==> config.mk <==
export PLATFORM = sky130hd
export DESIGN_NAME = motor_drive_dead_reckoning_unit_flat
export DESIGN_NICKNAME = d
export VERILOG_FILES = /design/src/rtl/mddr_pkg.sv /design/src/rtl/mddr_channels.sv /design/src/rtl/motor_drive_dead_reckoning_unit.sv /design/src/rtl/mddr_mul.sv /design/src/rtl/mddr_div.sv /design/src/flat_wrapper.sv
export SDC_FILE = /design/constraint.sdc
export NUM_CORES = 2
export LEC_CHECK = 0
export ABC_CLOCK_PERIOD_IN_PS = 16210
export BUFFER_PORTS_ARGS = -buffer_cell sky130_fd_sc_hd__buf_4
export CORE_UTILIZATION = 50
export CTS_CLUSTER_SIZE = 16
export DETAILED_ROUTE_END_ITERATION = 6
export GPL_TIMING_DRIVEN = 0
export PLACE_DENSITY = 0.64
export SLEW_MARGIN = 15
export SYNTH_ARGS = -nofsm -noshare
export SYNTH_HDL_FRONTEND = slang
export SYNTH_SLANG_ARGS = --single-unit
==> constraint.sdc <==
create_clock -name clock -period 16.21 [get_ports clock]
set_input_delay 0 -clock clock [delete_from_list [all_inputs] [get_ports clock]]
set_output_delay 0 -clock clock [all_outputs]
set_load 0.01 [all_outputs]
==> src/rtl/mddr_pkg.sv <==
// Shared types and constants for the motor drive dead-reckoning unit.
// No dependencies; compiled first.
`timescale 1ns / 1ps
`default_nettype none

package mddr_pkg;

   localparam int DATA_W    = 32;               // positions, distances, time
   localparam int LEVEL_W   = 16;               // signed Q1.15 intensity
   localparam int LEVEL_FRAC = 15;              // fraction bits of the intensity
   localparam int FRAC16_W  = 16;               // Q0.16 fraction bits
   localparam int FS_W      = 31;               // full speed register
   localparam int TIME_W    = 16;               // millisecond registers
   localparam int CSR_IDX_W = 3;

   // Serial multiplier: 31-bit multiplicand, 32-bit multiplier, one bit a cycle
   localparam int MUL_A_W   = FS_W;
   localparam int MUL_B_W   = DATA_W;
   localparam int PROD_W    = MUL_A_W + MUL_B_W;
   localparam int MUL_CNT_W = $clog2(MUL_B_W);

   // Serial divider by one minute in milliseconds, one quotient bit a cycle
   localparam int MS_PER_MIN = 60000;
   localparam int REM_W      = $clog2(MS_PER_MIN);
   localparam int DIV_CNT_W  = $clog2(PROD_W);

   // Servo duty: (49152 + level + 5) / 10, the divide done by reciprocal
   localparam logic [LEVEL_W-1:0] SERVO_OFFSET = 16'd49157;
   localparam logic [LEVEL_W-1:0] DIV10_RECIP  = 16'd52429;
   localparam int                 DIV10_SHIFT  = 19;

   localparam logic signed [LEVEL_W-1:0] LEVEL_MOST_NEG = 16'sh8000;
   localparam logic signed [LEVEL_W-1:0] LEVEL_FLOOR    = 16'sh8001;

   localparam logic signed [DATA_W-1:0] INT_HI = 32'sh7FFF_FFFF;
   localparam logic signed [DATA_W-1:0] INT_LO = 32'sh8000_0000;
   localparam logic [FS_W-1:0]          DIST_SAT = 31'h7FFF_FFFF;

   localparam logic signed [DATA_W-1:0] TRAVEL_MIN_RST = 32'sd0;
   localparam logic signed [DATA_W-1:0] TRAVEL_MAX_RST = 32'sd6553600;
   localparam logic [TIME_W-1:0]        UPDATE_PERIOD_RST = 16'd100;

   typedef enum logic {
      OP_DRIVE = 1'b0,
      OP_TICK  = 1'b1
   } op_type;

   typedef enum logic [CSR_IDX_W-1:0] {
      CSR_TRAVEL_MIN    = 3'd0,
      CSR_TRAVEL_MAX    = 3'd1,
      CSR_FULL_SPEED    = 3'd2,
      CSR_COAST_TIME    = 3'd3,
      CSR_MIN_SPEED     = 3'd4,
      CSR_UPDATE_PERIOD = 3'd5,
      CSR_SERVO_MODE    = 3'd6
   } csr_idx_type;

endpackage

`default_nettype wire

==> src/rtl/mddr_channels.sv <==
// Valid/ready channel interfaces for drive items and result items.
// Depends on mddr_pkg.
`timescale 1ns / 1ps
`default_nettype none

interface mddr_req_if;
   import mddr_pkg::*;
   logic                       valid;
   logic                       ready;
   op_type                     op;
   logic signed [LEVEL_W-1:0]  drive_level;
   logic [DATA_W-1:0]          now_ms;
   logic                       min_switch;
   logic                       max_switch;

   modport source (output valid, op, drive_level, now_ms, min_switch, max_switch,
                   input ready);
   modport sink   (input valid, op, drive_level, now_ms, min_switch, max_switch,
                   output ready);
endinterface

interface mddr_rsp_if;
   import mddr_pkg::*;
   logic                       valid;
   logic                       ready;
   logic [LEVEL_W-1:0]         duty_forward;
   logic [LEVEL_W-1:0]         duty_reverse;
   logic signed [DATA_W-1:0]   est_position;
   logic                       running;
   logic signed [LEVEL_W-1:0]  applied_level;

   modport source (output valid, duty_forward, duty_reverse, est_position, running,
                   applied_level, input ready);
   modport sink   (input valid, duty_forward, duty_reverse, est_position, running,
                   applied_level, output ready);
endinterface

`default_nettype wire

==> src/rtl/motor_drive_dead_reckoning_unit.sv <==
// Top level: signed motor drive with limit interlock and dead-reckoning position.
// Depends on mddr_pkg, mddr_channels, mddr_mul and mddr_div.
//
//   channel  direction  handshake        carries
//   req_ch   in         valid/ready      op, drive_level, now_ms, min/max_switch
//   rsp_ch   out        valid/ready      duties, est_position, running, level
//   csr_*    in         csr_we only      register index and write data
//
// A command that needs no travel update passes through accept, decode and emit.
// An integration step adds the speed, minimum-speed and distance products, quotient,
// sum and position; a stop with coast adds a coast product, quotient, sum, position.
// Reset is synchronous and sets control and configuration state only; no clearing pass.
// A result waits in the output register; the next item is still accepted and
// holds in its last stage until that register is free.
`timescale 1ns / 1ps
`default_nettype none

module motor_drive_dead_reckoning_unit (
   input  logic                             clock,
   input  logic                             reset,
   mddr_req_if.sink                         req_ch,
   mddr_rsp_if.source                       rsp_ch,
   input  logic                             csr_we,
   input  logic [mddr_pkg::CSR_IDX_W-1:0]   csr_index,
   input  logic [mddr_pkg::DATA_W-1:0]      csr_wdata
);
   import mddr_pkg::*;

   typedef enum logic [9:0] {
      ST_IDLE   = 10'b00_0000_0001,
      ST_DECODE = 10'b00_0000_0010,
      ST_SPEED  = 10'b00_0000_0100,
      ST_MINSP  = 10'b00_0000_1000,
      ST_DIST   = 10'b00_0001_0000,
      ST_DIVIDE = 10'b00_0010_0000,
      ST_SUM    = 10'b00_0100_0000,
      ST_POS    = 10'b00_1000_0000,
      ST_CMUL   = 10'b01_0000_0000,
      ST_EMIT   = 10'b10_0000_0000
   } state_type;

   // configuration
   logic signed [DATA_W-1:0]  tmin_ff, tmin_in, tmax_ff, tmax_in;
   logic [FS_W-1:0]           fs_ff, fs_in;
   logic [TIME_W-1:0]         coast_ff, coast_in, msf_ff, msf_in, period_ff, period_in;
   logic                      servo_ff, servo_in;

   // control and architectural state
   state_type                 state_ff, state_in;
   logic                      running_ff, running_in, open_ff, open_in;
   logic                      close_ff, close_in, coast_ph_ff, coast_ph_in;
   logic signed [LEVEL_W-1:0] level_ff, level_in;
   logic signed [DATA_W-1:0]  pos_ff, pos_in, start_ff, start_in, dsum_ff, dsum_in;
   logic [DATA_W-1:0]         last_ff, last_in;
   logic                      mul_go_ff, mul_go_in, div_go_ff, div_go_in;
   logic                      rsp_valid_ff, rsp_valid_in;

   // item and datapath holding registers
   op_type                    op_ff, op_in;
   logic signed [LEVEL_W-1:0] lvl_ff, lvl_in;
   logic [DATA_W-1:0]         now_ff, now_in;
   logic                      swmin_ff, swmin_in, swmax_ff, swmax_in;
   logic [FS_W-1:0]           speed_ff, speed_in;
   logic signed [DATA_W:0]    step_ff, step_in;
   logic [MUL_A_W-1:0]        mul_a_ff, mul_a_in;
   logic [MUL_B_W-1:0]        mul_b_ff, mul_b_in;
   logic [PROD_W-1:0]         div_n_ff, div_n_in;
   logic [LEVEL_W-1:0]        fwd_ff, fwd_in, rev_ff, rev_in;
   logic signed [DATA_W-1:0]  pos_out_ff, pos_out_in;
   logic                      run_out_ff, run_out_in;
   logic signed [LEVEL_W-1:0] lvl_out_ff, lvl_out_in;

   // unit handshakes
   logic                      mul_done, div_done;
   logic [PROD_W-1:0]         mul_prod, div_quo;

   // combinational helpers
   logic signed [LEVEL_W-1:0] lvl_clamp, level_neg;
   logic                      at_min, at_max, lvl_zero, tick_due, gate, coast_on, int_end;
   logic [DATA_W-1:0]         elapsed;
   logic [LEVEL_FRAC-1:0]     mag;
   logic [FS_W-1:0]           minsp, dmag;
   logic                      dist_big;
   logic [DATA_W:0]           step_mag;
   logic signed [DATA_W:0]    step_calc;
   logic signed [DATA_W+1:0]  sum_wide;
   logic signed [DATA_W-1:0]  dsum_sat;
   logic signed [DATA_W:0]    pos_wide;
   logic signed [DATA_W-1:0]  pos_clamp;
   logic signed [LEVEL_W+1:0] servo_x;
   logic [DIV10_SHIFT+LEVEL_W-1:0] servo_prod;
   logic [LEVEL_W-1:0]        fwd_calc, rev_calc;

   mddr_mul u_mul (
      .clock  (clock),
      .reset  (reset),
      .go     (mul_go_ff),
      .mcand  (mul_a_ff),
      .mplier (mul_b_ff),
      .done   (mul_done),
      .prod   (mul_prod)
   );

   mddr_div u_div (
      .clock    (clock),
      .reset    (reset),
      .go       (div_go_ff),
      .dividend (div_n_ff),
      .done     (div_done),
      .quotient (div_quo)
   );

   // drive decision
   assign lvl_clamp = (lvl_ff == LEVEL_MOST_NEG) ? LEVEL_FLOOR : lvl_ff;
   assign at_min    = swmin_ff || (pos_ff <= tmin_ff);
   assign at_max    = swmax_ff || (pos_ff >= tmax_ff);
   assign lvl_zero  = (lvl_clamp == '0) || (lvl_clamp[LEVEL_W-1] && at_min)
                    || (!lvl_clamp[LEVEL_W-1] && at_max);

   assign elapsed   = now_ff - last_ff;
   assign tick_due  = running_ff && open_ff && (elapsed >= DATA_W'(period_ff));

   assign level_neg = -level_ff;
   assign mag       = level_ff[LEVEL_W-1] ? level_neg[LEVEL_FRAC-1:0] : level_ff[LEVEL_FRAC-1:0];

   assign minsp     = mul_prod[FRAC16_W+FS_W-1:FRAC16_W];
   assign gate      = speed_ff >= minsp;
   assign coast_on  = (coast_ff != '0) && (fs_ff != '0);

   // distance step: saturate to the signed range outside the coast phase, then take the level's sign
   assign dist_big  = |div_quo[PROD_W-1:FS_W];
   assign dmag      = dist_big ? DIST_SAT : div_quo[FS_W-1:0];
   assign step_mag  = coast_ph_ff ? {1'b0, div_quo[DATA_W-1:0]} : {2'b00, dmag};
   assign step_calc = level_ff[LEVEL_W-1] ? -$signed(step_mag) : $signed(step_mag);

   assign sum_wide  = $signed({{2{dsum_ff[DATA_W-1]}}, dsum_ff})
                    + $signed({step_ff[DATA_W], step_ff});
   assign dsum_sat  = (sum_wide[DATA_W+1:DATA_W-1] == 3'b000
                      || sum_wide[DATA_W+1:DATA_W-1] == 3'b111) ? sum_wide[DATA_W-1:0]
                    : (sum_wide[DATA_W+1] ? INT_LO : INT_HI);

   assign pos_wide  = $signed({start_ff[DATA_W-1], start_ff})
                    + $signed({dsum_ff[DATA_W-1], dsum_ff});
   assign pos_clamp = (pos_wide < $signed({tmin_ff[DATA_W-1], tmin_ff})) ? tmin_ff
                    : (pos_wide > $signed({tmax_ff[DATA_W-1], tmax_ff})) ? tmax_ff
                    : pos_wide[DATA_W-1:0];

   // output duties
   assign servo_x    = $signed({2'b00, SERVO_OFFSET})
                     + $signed({{2{level_ff[LEVEL_W-1]}}, level_ff});
   assign servo_prod = (DIV10_SHIFT+LEVEL_W)'(servo_x[LEVEL_W:0])
                     * (DIV10_SHIFT+LEVEL_W)'(DIV10_RECIP);

   always_comb begin
      fwd_calc = '0;
      rev_calc = '0;
      if (servo_ff) begin
         fwd_calc = servo_prod[DIV10_SHIFT+LEVEL_W-1:DIV10_SHIFT];
      end else if (level_ff[LEVEL_W-1]) begin
         rev_calc = {mag, 1'b0};
      end else if (level_ff != '0) begin
         fwd_calc = {level_ff[LEVEL_FRAC-1:0], 1'b0};
      end
   end

   always_comb begin
      tmin_in      = tmin_ff;
      tmax_in      = tmax_ff;
      fs_in        = fs_ff;
      coast_in     = coast_ff;
      msf_in       = msf_ff;
      period_in    = period_ff;
      servo_in     = servo_ff;
      state_in     = state_ff;
      running_in   = running_ff;
      open_in      = open_ff;
      close_in     = close_ff;
      coast_ph_in  = coast_ph_ff;
      level_in     = level_ff;
      pos_in       = pos_ff;
      start_in     = start_ff;
      dsum_in      = dsum_ff;
      last_in      = last_ff;
      mul_go_in    = 1'b0;
      div_go_in    = 1'b0;
      rsp_valid_in = rsp_valid_ff;
      op_in        = op_ff;
      lvl_in       = lvl_ff;
      now_in       = now_ff;
      swmin_in     = swmin_ff;
      swmax_in     = swmax_ff;
      speed_in     = speed_ff;
      step_in      = step_ff;
      mul_a_in     = mul_a_ff;
      mul_b_in     = mul_b_ff;
      div_n_in     = div_n_ff;
      fwd_in       = fwd_ff;
      rev_in       = rev_ff;
      pos_out_in   = pos_out_ff;
      run_out_in   = run_out_ff;
      lvl_out_in   = lvl_out_ff;
      int_end      = 1'b0;

      if (csr_we) begin
         case (csr_idx_type'(csr_index))
            CSR_TRAVEL_MIN:    tmin_in   = $signed(csr_wdata);
            CSR_TRAVEL_MAX:    tmax_in   = $signed(csr_wdata);
            CSR_FULL_SPEED:    fs_in     = csr_wdata[FS_W-1:0];
            CSR_COAST_TIME:    coast_in  = csr_wdata[TIME_W-1:0];
            CSR_MIN_SPEED:     msf_in    = csr_wdata[TIME_W-1:0];
            CSR_UPDATE_PERIOD: period_in = csr_wdata[TIME_W-1:0];
            CSR_SERVO_MODE:    servo_in  = csr_wdata[0];
            default: ;
         endcase
      end

      if (rsp_valid_ff && rsp_ch.ready) begin
         rsp_valid_in = 1'b0;
      end

      case (state_ff)
         ST_IDLE: begin
            if (req_ch.valid) begin
               op_in    = req_ch.op;
               lvl_in   = req_ch.drive_level;
               now_in   = req_ch.now_ms;
               swmin_in = req_ch.min_switch;
               swmax_in = req_ch.max_switch;
               // limit switches reset the estimate, minimum wins
               if (req_ch.min_switch) begin
                  pos_in = tmin_ff;
               end else if (req_ch.max_switch) begin
                  pos_in = tmax_ff;
               end
               state_in = ST_DECODE;
            end
         end
         ST_DECODE: begin
            state_in = ST_EMIT;
            if (op_ff == OP_DRIVE) begin
               if (lvl_zero) begin
                  running_in = 1'b0;
                  if (running_ff && open_ff) begin
                     // keep the old level until the travel record is closed
                     close_in    = 1'b1;
                     coast_ph_in = 1'b0;
                     mul_go_in   = 1'b1;
                     mul_a_in    = fs_ff;
                     mul_b_in    = MUL_B_W'(mag);
                     state_in    = ST_SPEED;
                  end else begin
                     level_in = '0;
                  end
               end else begin
                  level_in   = lvl_clamp;
                  running_in = 1'b1;
                  if (!running_ff) begin
                     open_in  = 1'b1;
                     last_in  = now_ff;
                     dsum_in  = '0;
                     start_in = pos_ff;
                  end
               end
            end else if (tick_due) begin
               close_in    = 1'b0;
               coast_ph_in = 1'b0;
               mul_go_in   = 1'b1;
               mul_a_in    = fs_ff;
               mul_b_in    = MUL_B_W'(mag);
               state_in    = ST_SPEED;
            end
         end
         ST_SPEED: begin
            if (mul_done) begin
               speed_in  = mul_prod[LEVEL_FRAC+FS_W-1:LEVEL_FRAC];
               mul_go_in = 1'b1;
               mul_a_in  = fs_ff;
               mul_b_in  = MUL_B_W'(msf_ff);
               state_in  = ST_MINSP;
            end
         end
         ST_MINSP: begin
            if (mul_done) begin
               if (gate) begin
                  mul_go_in = 1'b1;
                  mul_a_in  = speed_ff;
                  mul_b_in  = elapsed;
                  state_in  = ST_DIST;
               end else begin
                  int_end = 1'b1;
               end
            end
         end
         ST_DIST, ST_CMUL: begin
            if (mul_done) begin
               div_go_in = 1'b1;
               div_n_in  = mul_prod;
               state_in  = ST_DIVIDE;
            end
         end
         ST_DIVIDE: begin
            if (div_done) begin
               step_in  = step_calc;
               state_in = ST_SUM;
            end
         end
         ST_SUM: begin
            dsum_in  = dsum_sat;
            state_in = ST_POS;
         end
         ST_POS: begin
            pos_in = pos_clamp;
            if (coast_ph_ff) begin
               open_in     = 1'b0;
               level_in    = '0;
               close_in    = 1'b0;
               coast_ph_in = 1'b0;
               state_in    = ST_EMIT;
            end else begin
               int_end = 1'b1;
            end
         end
         ST_EMIT: begin
            // hold until the output register is free
            if (!rsp_valid_ff || rsp_ch.ready) begin
               rsp_valid_in = 1'b1;
               fwd_in       = fwd_calc;
               rev_in       = rev_calc;
               pos_out_in   = pos_ff;
               run_out_in   = running_ff;
               lvl_out_in   = level_ff;
               state_in     = ST_IDLE;
            end
         end
         default: state_in = ST_IDLE;
      endcase

      // end of an integration step: stamp the time, then coast, close or just emit
      if (int_end) begin
         last_in = now_ff;
         if (close_ff && coast_on) begin
            mul_go_in   = 1'b1;
            mul_a_in    = fs_ff;
            mul_b_in    = MUL_B_W'(coast_ff);
            coast_ph_in = 1'b1;
            state_in    = ST_CMUL;
         end else if (close_ff) begin
            open_in  = 1'b0;
            level_in = '0;
            close_in = 1'b0;
            state_in = ST_EMIT;
         end else begin
            state_in = ST_EMIT;
         end
      end
   end

   always_ff @(posedge clock) begin
      if (reset) begin
         tmin_ff      <= TRAVEL_MIN_RST;
         tmax_ff      <= TRAVEL_MAX_RST;
         fs_ff        <= '0;
         coast_ff     <= '0;
         msf_ff       <= '0;
         period_ff    <= UPDATE_PERIOD_RST;
         servo_ff     <= 1'b0;
         state_ff     <= ST_IDLE;
         running_ff   <= 1'b0;
         open_ff      <= 1'b0;
         close_ff     <= 1'b0;
         coast_ph_ff  <= 1'b0;
         level_ff     <= '0;
         pos_ff       <= '0;
         start_ff     <= '0;
         dsum_ff      <= '0;
         last_ff      <= '0;
         mul_go_ff    <= 1'b0;
         div_go_ff    <= 1'b0;
         rsp_valid_ff <= 1'b0;
      end else begin
         tmin_ff      <= tmin_in;
         tmax_ff      <= tmax_in;
         fs_ff        <= fs_in;
         coast_ff     <= coast_in;
         msf_ff       <= msf_in;
         period_ff    <= period_in;
         servo_ff     <= servo_in;
         state_ff     <= state_in;
         running_ff   <= running_in;
         open_ff      <= open_in;
         close_ff     <= close_in;
         coast_ph_ff  <= coast_ph_in;
         level_ff     <= level_in;
         pos_ff       <= pos_in;
         start_ff     <= start_in;
         dsum_ff      <= dsum_in;
         last_ff      <= last_in;
         mul_go_ff    <= mul_go_in;
         div_go_ff    <= div_go_in;
         rsp_valid_ff <= rsp_valid_in;
      end
   end

   always_ff @(posedge clock) begin
      op_ff      <= op_in;
      lvl_ff     <= lvl_in;
      now_ff     <= now_in;
      swmin_ff   <= swmin_in;
      swmax_ff   <= swmax_in;
      speed_ff   <= speed_in;
      step_ff    <= step_in;
      mul_a_ff   <= mul_a_in;
      mul_b_ff   <= mul_b_in;
      div_n_ff   <= div_n_in;
      fwd_ff     <= fwd_in;
      rev_ff     <= rev_in;
      pos_out_ff <= pos_out_in;
      run_out_ff <= run_out_in;
      lvl_out_ff <= lvl_out_in;
   end

   assign req_ch.ready         = (state_ff == ST_IDLE);
   assign rsp_ch.valid         = rsp_valid_ff;
   assign rsp_ch.duty_forward  = fwd_ff;
   assign rsp_ch.duty_reverse  = rev_ff;
   assign rsp_ch.est_position  = pos_out_ff;
   assign rsp_ch.running       = run_out_ff;
   assign rsp_ch.applied_level = lvl_out_ff;

   a_run_open: assert property (@(posedge clock) disable iff (reset)
      (state_ff == ST_IDLE && running_ff) |-> open_ff)
      else $error("motor running without an open travel record");
   a_mul_wait: assert property (@(posedge clock) disable iff (reset)
      mul_done |-> (state_ff == ST_SPEED || state_ff == ST_MINSP
                    || state_ff == ST_DIST || state_ff == ST_CMUL))
      else $error("product arrived outside a multiply wait");
   a_div_wait: assert property (@(posedge clock) disable iff (reset)
      div_done |-> state_ff == ST_DIVIDE)
      else $error("quotient arrived outside the divide wait");
   a_idle_clean: assert property (@(posedge clock) disable iff (reset)
      state_ff == ST_IDLE |-> (!close_ff && !coast_ph_ff))
      else $error("stop sequence left pending at idle");

endmodule

`default_nettype wire

==> src/rtl/mddr_mul.sv <==
// Bit-serial shift-add multiplier, one multiplier bit per cycle.
// Depends on mddr_pkg.
`timescale 1ns / 1ps
`default_nettype none

module mddr_mul (
   input  logic                          clock,
   input  logic                          reset,
   input  logic                          go,
   input  logic [mddr_pkg::MUL_A_W-1:0]  mcand,
   input  logic [mddr_pkg::MUL_B_W-1:0]  mplier,
   output logic                          done,
   output logic [mddr_pkg::PROD_W-1:0]   prod
);
   import mddr_pkg::*;

   logic                      busy_ff, busy_in;
   logic                      done_ff, done_in;
   logic [MUL_CNT_W-1:0]      cnt_ff, cnt_in;
   logic [MUL_A_W-1:0]        mcand_ff, mcand_in;
   logic [2*MUL_B_W-1:0]      acc_ff, acc_in;
   logic [MUL_B_W:0]          part_sum;

   // add the multiplicand into the upper half when the low bit is set
   assign part_sum = {1'b0, acc_ff[2*MUL_B_W-1:MUL_B_W]}
                   + (acc_ff[0] ? (MUL_B_W+1)'(mcand_ff) : '0);

   always_comb begin
      busy_in  = busy_ff;
      done_in  = 1'b0;
      cnt_in   = cnt_ff;
      mcand_in = mcand_ff;
      acc_in   = acc_ff;
      if (go) begin
         busy_in  = 1'b1;
         cnt_in   = '0;
         mcand_in = mcand;
         acc_in   = {{MUL_B_W{1'b0}}, mplier};
      end else if (busy_ff) begin
         acc_in = {part_sum, acc_ff[MUL_B_W-1:1]};
         cnt_in = cnt_ff + 1'b1;
         if (cnt_ff == MUL_CNT_W'(MUL_B_W-1)) begin
            busy_in = 1'b0;
            done_in = 1'b1;
         end
      end
   end

   always_ff @(posedge clock) begin
      if (reset) begin
         busy_ff <= 1'b0;
         done_ff <= 1'b0;
         cnt_ff  <= '0;
      end else begin
         busy_ff <= busy_in;
         done_ff <= done_in;
         cnt_ff  <= cnt_in;
      end
   end

   always_ff @(posedge clock) begin
      mcand_ff <= mcand_in;
      acc_ff   <= acc_in;
   end

   assign done = done_ff;
   assign prod = acc_ff[PROD_W-1:0];

   a_no_restart: assert property (@(posedge clock) disable iff (reset)
      go |-> !busy_ff)
      else $error("multiplier restarted while busy");
   a_done_idle: assert property (@(posedge clock) disable iff (reset)
      done_ff |-> !busy_ff)
      else $error("multiplier done while still busy");
   a_done_pulse: assert property (@(posedge clock) disable iff (reset)
      done_ff |=> !done_ff)
      else $error("multiplier done held longer than a cycle");

endmodule

`default_nettype wire

==> src/rtl/mddr_div.sv <==
// Bit-serial restoring divider by one minute in milliseconds.
// Depends on mddr_pkg.
`timescale 1ns / 1ps
`default_nettype none

module mddr_div (
   input  logic                         clock,
   input  logic                         reset,
   input  logic                         go,
   input  logic [mddr_pkg::PROD_W-1:0]  dividend,
   output logic                         done,
   output logic [mddr_pkg::PROD_W-1:0]  quotient
);
   import mddr_pkg::*;

   logic                  busy_ff, busy_in;
   logic                  done_ff, done_in;
   logic [DIV_CNT_W-1:0]  cnt_ff, cnt_in;
   logic [REM_W-1:0]      rem_ff, rem_in;
   logic [PROD_W-1:0]     quo_ff, quo_in;
   logic [REM_W:0]        rem_sh;
   logic                  fits;

   // bring down the next dividend bit and trial-subtract
   assign rem_sh = {rem_ff, quo_ff[PROD_W-1]};
   assign fits   = rem_sh >= (REM_W+1)'(MS_PER_MIN);

   always_comb begin
      busy_in = busy_ff;
      done_in = 1'b0;
      cnt_in  = cnt_ff;
      rem_in  = rem_ff;
      quo_in  = quo_ff;
      if (go) begin
         busy_in = 1'b1;
         cnt_in  = '0;
         rem_in  = '0;
         quo_in  = dividend;
      end else if (busy_ff) begin
         rem_in = fits ? REM_W'(rem_sh - (REM_W+1)'(MS_PER_MIN)) : rem_sh[REM_W-1:0];
         quo_in = {quo_ff[PROD_W-2:0], fits};
         cnt_in = cnt_ff + 1'b1;
         if (cnt_ff == DIV_CNT_W'(PROD_W-1)) begin
            busy_in = 1'b0;
            done_in = 1'b1;
         end
      end
   end

   always_ff @(posedge clock) begin
      if (reset) begin
         busy_ff <= 1'b0;
         done_ff <= 1'b0;
         cnt_ff  <= '0;
      end else begin
         busy_ff <= busy_in;
         done_ff <= done_in;
         cnt_ff  <= cnt_in;
      end
   end

   always_ff @(posedge clock) begin
      rem_ff <= rem_in;
      quo_ff <= quo_in;
   end

   assign done     = done_ff;
   assign quotient = quo_ff;

   a_no_restart: assert property (@(posedge clock) disable iff (reset)
      go |-> !busy_ff)
      else $error("divider restarted while busy");
   a_rem_bound: assert property (@(posedge clock) disable iff (reset)
      (busy_ff && cnt_ff != '0) |-> rem_ff < REM_W'(MS_PER_MIN))
      else $error("divider remainder out of range");
   a_done_pulse: assert property (@(posedge clock) disable iff (reset)
      done_ff |=> !done_ff)
      else $error("divider done held longer than a cycle");

endmodule

`default_nettype wire

==> src/flat_wrapper.sv <==
// flat-port wrapper written by rule: the top's interface ports become plain ports
module motor_drive_dead_reckoning_unit_flat import mddr_pkg::*;
  (clock, reset, csr_we, csr_index, csr_wdata, req_ch_valid, req_ch_op, req_ch_drive_level, req_ch_now_ms, req_ch_min_switch, req_ch_max_switch, req_ch_ready, rsp_ch_valid, rsp_ch_duty_forward, rsp_ch_duty_reverse, rsp_ch_est_position, rsp_ch_running, rsp_ch_applied_level, rsp_ch_ready);
  mddr_req_if req_ch_i ();
  mddr_rsp_if rsp_ch_i ();
  input  logic clock;
  input  logic reset;
  input  logic csr_we;
  input  logic [mddr_pkg::CSR_IDX_W-1:0] csr_index;
  input  logic [mddr_pkg::DATA_W-1:0] csr_wdata;
  input wire logic [$bits(req_ch_i.valid)-1:0] req_ch_valid;
  input wire logic [$bits(req_ch_i.op)-1:0] req_ch_op;
  input wire logic [$bits(req_ch_i.drive_level)-1:0] req_ch_drive_level;
  input wire logic [$bits(req_ch_i.now_ms)-1:0] req_ch_now_ms;
  input wire logic [$bits(req_ch_i.min_switch)-1:0] req_ch_min_switch;
  input wire logic [$bits(req_ch_i.max_switch)-1:0] req_ch_max_switch;
  output wire logic [$bits(req_ch_i.ready)-1:0] req_ch_ready;
  output wire logic [$bits(rsp_ch_i.valid)-1:0] rsp_ch_valid;
  output wire logic [$bits(rsp_ch_i.duty_forward)-1:0] rsp_ch_duty_forward;
  output wire logic [$bits(rsp_ch_i.duty_reverse)-1:0] rsp_ch_duty_reverse;
  output wire logic [$bits(rsp_ch_i.est_position)-1:0] rsp_ch_est_position;
  output wire logic [$bits(rsp_ch_i.running)-1:0] rsp_ch_running;
  output wire logic [$bits(rsp_ch_i.applied_level)-1:0] rsp_ch_applied_level;
  input wire logic [$bits(rsp_ch_i.ready)-1:0] rsp_ch_ready;
  assign req_ch_i.valid = req_ch_valid;
  assign req_ch_i.op = req_ch_op;
  assign req_ch_i.drive_level = req_ch_drive_level;
  assign req_ch_i.now_ms = req_ch_now_ms;
  assign req_ch_i.min_switch = req_ch_min_switch;
  assign req_ch_i.max_switch = req_ch_max_switch;
  assign req_ch_ready = req_ch_i.ready;
  assign rsp_ch_valid = rsp_ch_i.valid;
  assign rsp_ch_duty_forward = rsp_ch_i.duty_forward;
  assign rsp_ch_duty_reverse = rsp_ch_i.duty_reverse;
  assign rsp_ch_est_position = rsp_ch_i.est_position;
  assign rsp_ch_running = rsp_ch_i.running;
  assign rsp_ch_applied_level = rsp_ch_i.applied_level;
  assign rsp_ch_i.ready = rsp_ch_ready;
  motor_drive_dead_reckoning_unit u_core (.clock(clock), .reset(reset), .req_ch(req_ch_i), .rsp_ch(rsp_ch_i), .csr_we(csr_we), .csr_index(csr_index), .csr_wdata(csr_wdata));
endmodule
======== Word level (Yosys, flattened, before mapping) ========
Cells that the tools add are included.
Widths: inputs -> output; s select.
word-level totals
  register bits ........................... 816
  bits in latches ......................... 0
  memory bits (writable) .................. 0
  bits in read-only memories .............. 0
  input bits .............................. 91
  output and inout port bits .............. 83
  logic and storage cells ................. 287
  memories kept ........................... 0
cells by class
  add/sub/neg operators ................... 10
  $mul .................................... 1
  div/mod/pow operators ................... 0
  magnitude comparators ................... 7
  eq/ne operators ......................... 36
  shift-type cells ........................ 0
  muxes and demuxes ....................... 124
  bitwise gates (word level) .............. 8
  reductions and logical operators ........ 53
operator list
  operator                count
  $mux 32                 27
  $mux 31                 11
  $mux 16                 9
  $mux 10                 14
  $pmux 32 s2             2
  $mux 63                 2
  $pmux 32 s3             1
  $pmux 31 s3             1
  $pmux 10 s9             1
  $mux 1                  45
  $mux 14                 3
  $add 32x33->34          1
  $add 32x31->33          1
  $add 32x32->33          1
  $gt 33x32->1            1
  $lt 33x32->1            1
  $mul 17x16->33 const B  1
  $mux 33                 1
  $neg 33->33             1
  $ge 32x16->1            1
  $ge 32x32->1            1
  $le 32x32->1            1
  $pmux 16 s2             1
  $reduce_bool 16->1      2
  other kinds (46)        109

======== Depth between registers and ports, before layout ========
  depth in word-level cells ............... 11
  mapped depth ............................ 28
  depth with buffers taken out ............ 28

======== By module ========
Synthesis repeated with hierarchy kept, for this count alone.
unflattened totals
  cell total of the unflattened synthesis .. 5060
  area total of the unflattened synthesis .. 48725.5 µm²
by module, submodules not included
  module                           instances  cells each  area an instance (µm²)  seq. area each (µm²)
  motor_drive_dead_reckoning_unit  1          4201        38812.2                 15114.5
  mddr_mul                         1          586         6018.3                  2672.6
  mddr_div                         1          273         3895.0                  2372.3

======== Worst setup path before layout ========
OpenSTA, ideal clock, no wires.
  path type ............................... flip-flop to flip-flop
  start point ............................. register u_core.level_ff[6]
  end point ............................... register u_core.fwd_ff[13], in the netlist u_core.rsp_ch.duty_forward[13], data pin
  setup time .............................. 256 ps
  arrival time ............................ 6934 ps
  required time ........................... 15954 ps
  path slack .............................. 9020 ps
  stages on the path, launching flop included .. 26
  buffers on the path ..................... 1
  period minus slack after synthesis ...... 7190 ps
  cell sequence ........................... dfxtp_1 -> clkbuf_1 -> and3_1 -> and3_1 -> nand3_1 -> nor3_1 -> xnor2_1 -> ha_1 -> ha_1 -> fa_1 -> fa_1 -> fa_1 -> inv_1 -> fa_1 -> inv_1 -> ha_1 -> and4_1 -> a221o_1 -> a31oi_2 -> a211oi_1 -> o31a_1 -> a41o_1 -> o211ai_1 -> a21oi_1 -> or2_1 -> a22o_1
between the ends
  word-level cells in the longest chain between the ends .. 4
  elaborated cells on any way between the ends .. 6
  classes of those cells .................. add/sub: 1; mul: 1; mux: 3; reduce/logical: 1
ends and longest elaborated chain
  what                                                                    line                                    source
  from (decl)                                                             motor_drive_dead_reckoning_unit.sv:52   logic signed [LEVEL_W-1:0] level_ff, level_in;
  from (signal assigned)                                                  motor_drive_dead_reckoning_unit.sv:393  level_ff <= level_in;
  parallel branches: the longest is 3 deep, another holds $mul 17x16->33  n/a
  $mux 14 *                                                               motor_drive_dead_reckoning_unit.sv:157  if (servo_ff) begin
  named net u_core.fwd_calc[13]                                           motor_drive_dead_reckoning_unit.sv:92   logic [LEVEL_W-1:0] fwd_calc, rev_calc;
  to (signal assigned)                                                    motor_drive_dead_reckoning_unit.sv:415  fwd_ff <= fwd_in;
  to (decl)                                                               motor_drive_dead_reckoning_unit.sv:68   logic [LEVEL_W-1:0] fwd_ff, fwd_in, rev_ff, rev_in;
Mark *: on every way through the listed nets, which the timed path passes.
A chain may end at the register's enable or synchronous reset.

======== Worst setup path after layout ========
  start point ............................. register u_core.level_ff[15]
  end point ............................... register u_core.fwd_ff[13], in the netlist u_core.rsp_ch.duty_forward[13], data pin
The elaborated chain is that of the path after synthesis.

==> results.ini <==
[logic_synthesis]
synthFlopType=dfxtp_1
seq_area_frac_synth=0.4127
synthDistinctLibCells=86
synth_edf_count=384
syn-num-nets=5752
ys_ff_latch=815
netlist_instances=5128
synthesis.area_mm2=0.04884
async_flop_share=0
ys_warn_count=0
syn-mean-instance-area_um2=9.525

[pwr]
pwr_density_cell_mw_per_mm2=95.48
ir_drop_v=0.00009127
power_mw=5.356
leakagePower_nw=22.51

[routing]
drtPass1Iterations=7
avgViaCountPerCell=5.952
routed_wl_mm=158.2
drc_errors=1
vias=40852
ant_nets=0
drt-wirelength-per-cell_um=23.05
drtIter0Drc=4020

[timing]
min_period_ns=9.631
finClkSkew_ns=0.03638
tns_ns=0
max_freq_mhz=103.8
tightestPinTransition_ns=1.173
slew_headroom=0.2058
rsz0062_at_grt=false
hold_viol_final=0
finalSetupViolations=0
slew_violations=0
fin_crit_sh=0.5941

[layout]
finalNonFillerCells=6864
drive_above_1_share=0.08949
finish.utilization=0.5801
area_growth_pct=14.86
nNetsFinal=6135

[cts]
post_cts_buffers=0
cts_tree=done
path_clk_slew_ns=0.06
cts_root_buffer=clkbuf_16
clock-sinks=815
ctsHtreeMaxLevel=3
postCtsHoldBufs=110
numCtsBuffers=93
cts_resized=0
cts_buffer_depth=3
clk_latency_ns=0.70

[critical_path]
slowest_delay_ns=0.80
cp-start-kind=register
cp_slowest_cell=clkbuf_1
crit_buf_inv=6
arrival_ns=10.05
cp_max_fo=10
startpoint=u_core.level_ff[15]$_SDFF_PP0_
critPathKind=register to register
rr_startpoint=u_core.level_ff[15]$_SDFF_PP0_
path_cells=inv_1 -> clkbuf_1 -> clkbuf_1 -> o21ai_0 -> inv_1 -> ha_1 -> ha_1 -> inv_1 -> fa_1 -> inv_1 -> fa_1 -> fa_1 -> fa_1 -> ha_1 -> and4_1 -> a221o_1 -> a31oi_2 -> a211oi_1 -> o31a_1 -> a41o_1 -> o211ai_1 -> a21oi_1 -> or2_1 -> a22o_1
end_kind=register
cp_top_family=adder cells
critPathRequiredTime_ns=16.63

[global_routing]
overflow=0
grt_max_degree=64
antenna_found_initial=8
grt_pass1_vias=38348
grt_pass1_wl_mm=236.5
grt_util_all_layers=0.3152

[placed_design]
gp_congestion=0.9991
dp.cells=6582
port_buffers=172
dpl.hpwl_mm=122.7

[floorplanning]
core_area_mm2=0.09671
die-area_mm2=0.09894
start_util=0.5050
fp.dieW_um=314.5
dieHeight_um=314.5
io_pins=174
fp-row-count=114

[hold_path]
worstHoldStart=req_ch_now_ms[11]
hp-class=input port to register

[status]
failed_checks=design-rule violations
outcome=finished with violations

[run]
cap_violations=0

## logic make-up (layout without fill, tap and decap cells)
group,Yosys count,count (layout),share of synthesized area
flip-flops,815,815,0.4127
adder cells (fa/ha/maj),533,533,0.1501
multiplexers,179,179,0.03884
buffers and inverters,629,1088,0.04983
other,1,2,0.00007678
AO/OA/AOI/OAI,1317,1317,0.1799
AND/OR/NAND/NOR,1481,1481,0.1375
XOR/XNOR,173,173,0.03102
## final cells by class
class	count	area (um2)
fill	8420	40610
multi-input combinational	3684	26270
sequential	815	20160
clock buffer	118	2554
timing repair buffer	288	2527
tap	1276	1597
inverter	388	1459
buffer	241	979.7
clock inverter	53	549.3
antenna	1	2.502
## flip-flops by register name, summed over array words and instances, names as in the netlist, 32 cells and up
register / flops
u_core.tmax_ff: 32
u_core.step_ff: 33
u_core.pos_ff: 32
u_core.last_ff: 32
u_core.tmin_ff: 32
u_core.u_div.quotient: 63
u_core.mul_b_ff: 32
u_core.u_mul.acc_ff: 64
u_core.dsum_ff: 32
u_core.start_ff: 32
u_core.now_ff: 32
u_core.div_n_ff: 63
u_core.rsp_ch.est_position: 32
## placed cells by master (no fill, tap or decap), types with 20 or more instances in the layout
master,netlist,layout
nand2_1,649,649
ha_1,445,445
dfxtp_1,431,430
a21oi_1,417,417
inv_1,388,384
edfxtp_1,384,384
nor2_1,362,362
o21ai_0,208,208
clkbuf_1,194,204
buf_4,4,176
dlygate4sd3_1,0,110
xnor2_1,103,103
a21o_1,96,96
mux2i_1,95,95
clkbuf_16,0,94
fa_1,88,88
mux2_2,84,84
xor2_1,70,70
a211oi_1,69,69
nand3_1,56,56
nor3_1,55,54
and3_1,51,51
nand4_1,51,51
and2_1,51,51
o21ai_1,47,47
o221ai_1,45,45
o21a_1,43,43
a221oi_1,42,42
a22o_1,41,41
nor4_1,37,37
a221o_1,36,36
nand2b_1,34,34
or3_1,32,32
o211ai_1,32,32
nor2b_1,28,27
o311ai_0,25,25
buf_1,22,22
a31oi_1,20,20
o21bai_1,20,20
## synthesized netlist by cell type, drive strengths merged (23+ instances only)
cell    count  share of area
a221oi     42         0.0075
inv       388          0.030
o221ai     57          0.012
nand2b     34         0.0044
nand4      52         0.0068
fa         88          0.036
a31oi      23         0.0037
nand2     649          0.050
edfxtp    384           0.24
clkbuf    194          0.015
or3        32         0.0041
o21a       43         0.0066
nor2      362          0.028
o311ai     27         0.0048
buf        47         0.0051
ha        445           0.11
a22o       41         0.0074
o21ai     255          0.026
a211oi     70          0.011
nor3       57         0.0060
a21oi     418          0.043
nor4       37         0.0047
o211ai     32         0.0049
a21o       96          0.015
dfxtp     431           0.18
nor2b      28         0.0036
xnor2     103          0.018
xor2       70          0.013
mux2       84          0.019
and3       51         0.0065
a221o      36         0.0074
mux2i      95          0.019
and2       51         0.0065
nand3      56         0.0057
## per-stage QoR
step	hold WS, ns	instance area, um2	setup WS [ns]
2_1_floorplan	0.09887	48840	9.020
3_3_place_gp	0.1785	51730	6.732
3_5_place_dp	0.1793	51890	6.776
4_1_cts	0.0002295	56100	6.743
5_1_grt	0.02399	56100	6.372
6_report	0.02605	56100	6.579
## power breakdown
group,switching (mW),internal (mW)
combinational,0.458,0.327
clock,0.918,1.24
sequential,0.167,2.25
## worst paths after layout
check | end | slack, ns | cells past startpoint
setup / recovery | u_core.rsp_ch.duty_forward[13]$_DFFE_PP_ | 6.58 | 24
hold / removal | u_core.now_ff[11]$_DFFE_PP_ | 0.03 | 2
setup reg to reg | u_core.rsp_ch.duty_forward[13]$_DFFE_PP_ | 6.58 | 24
hold reg to reg | u_core.rsp_ch.applied_level[2]$_DFFE_PP_ | 0.42 | 0
## routing by layer
metal  GRT usage  part of all wire
met3     0.05099             0.081
met1      0.4401              0.44
met5           0           0.00021
met2      0.4878              0.44
met4      0.1239             0.040
Power figures use the tool's default switching activity.
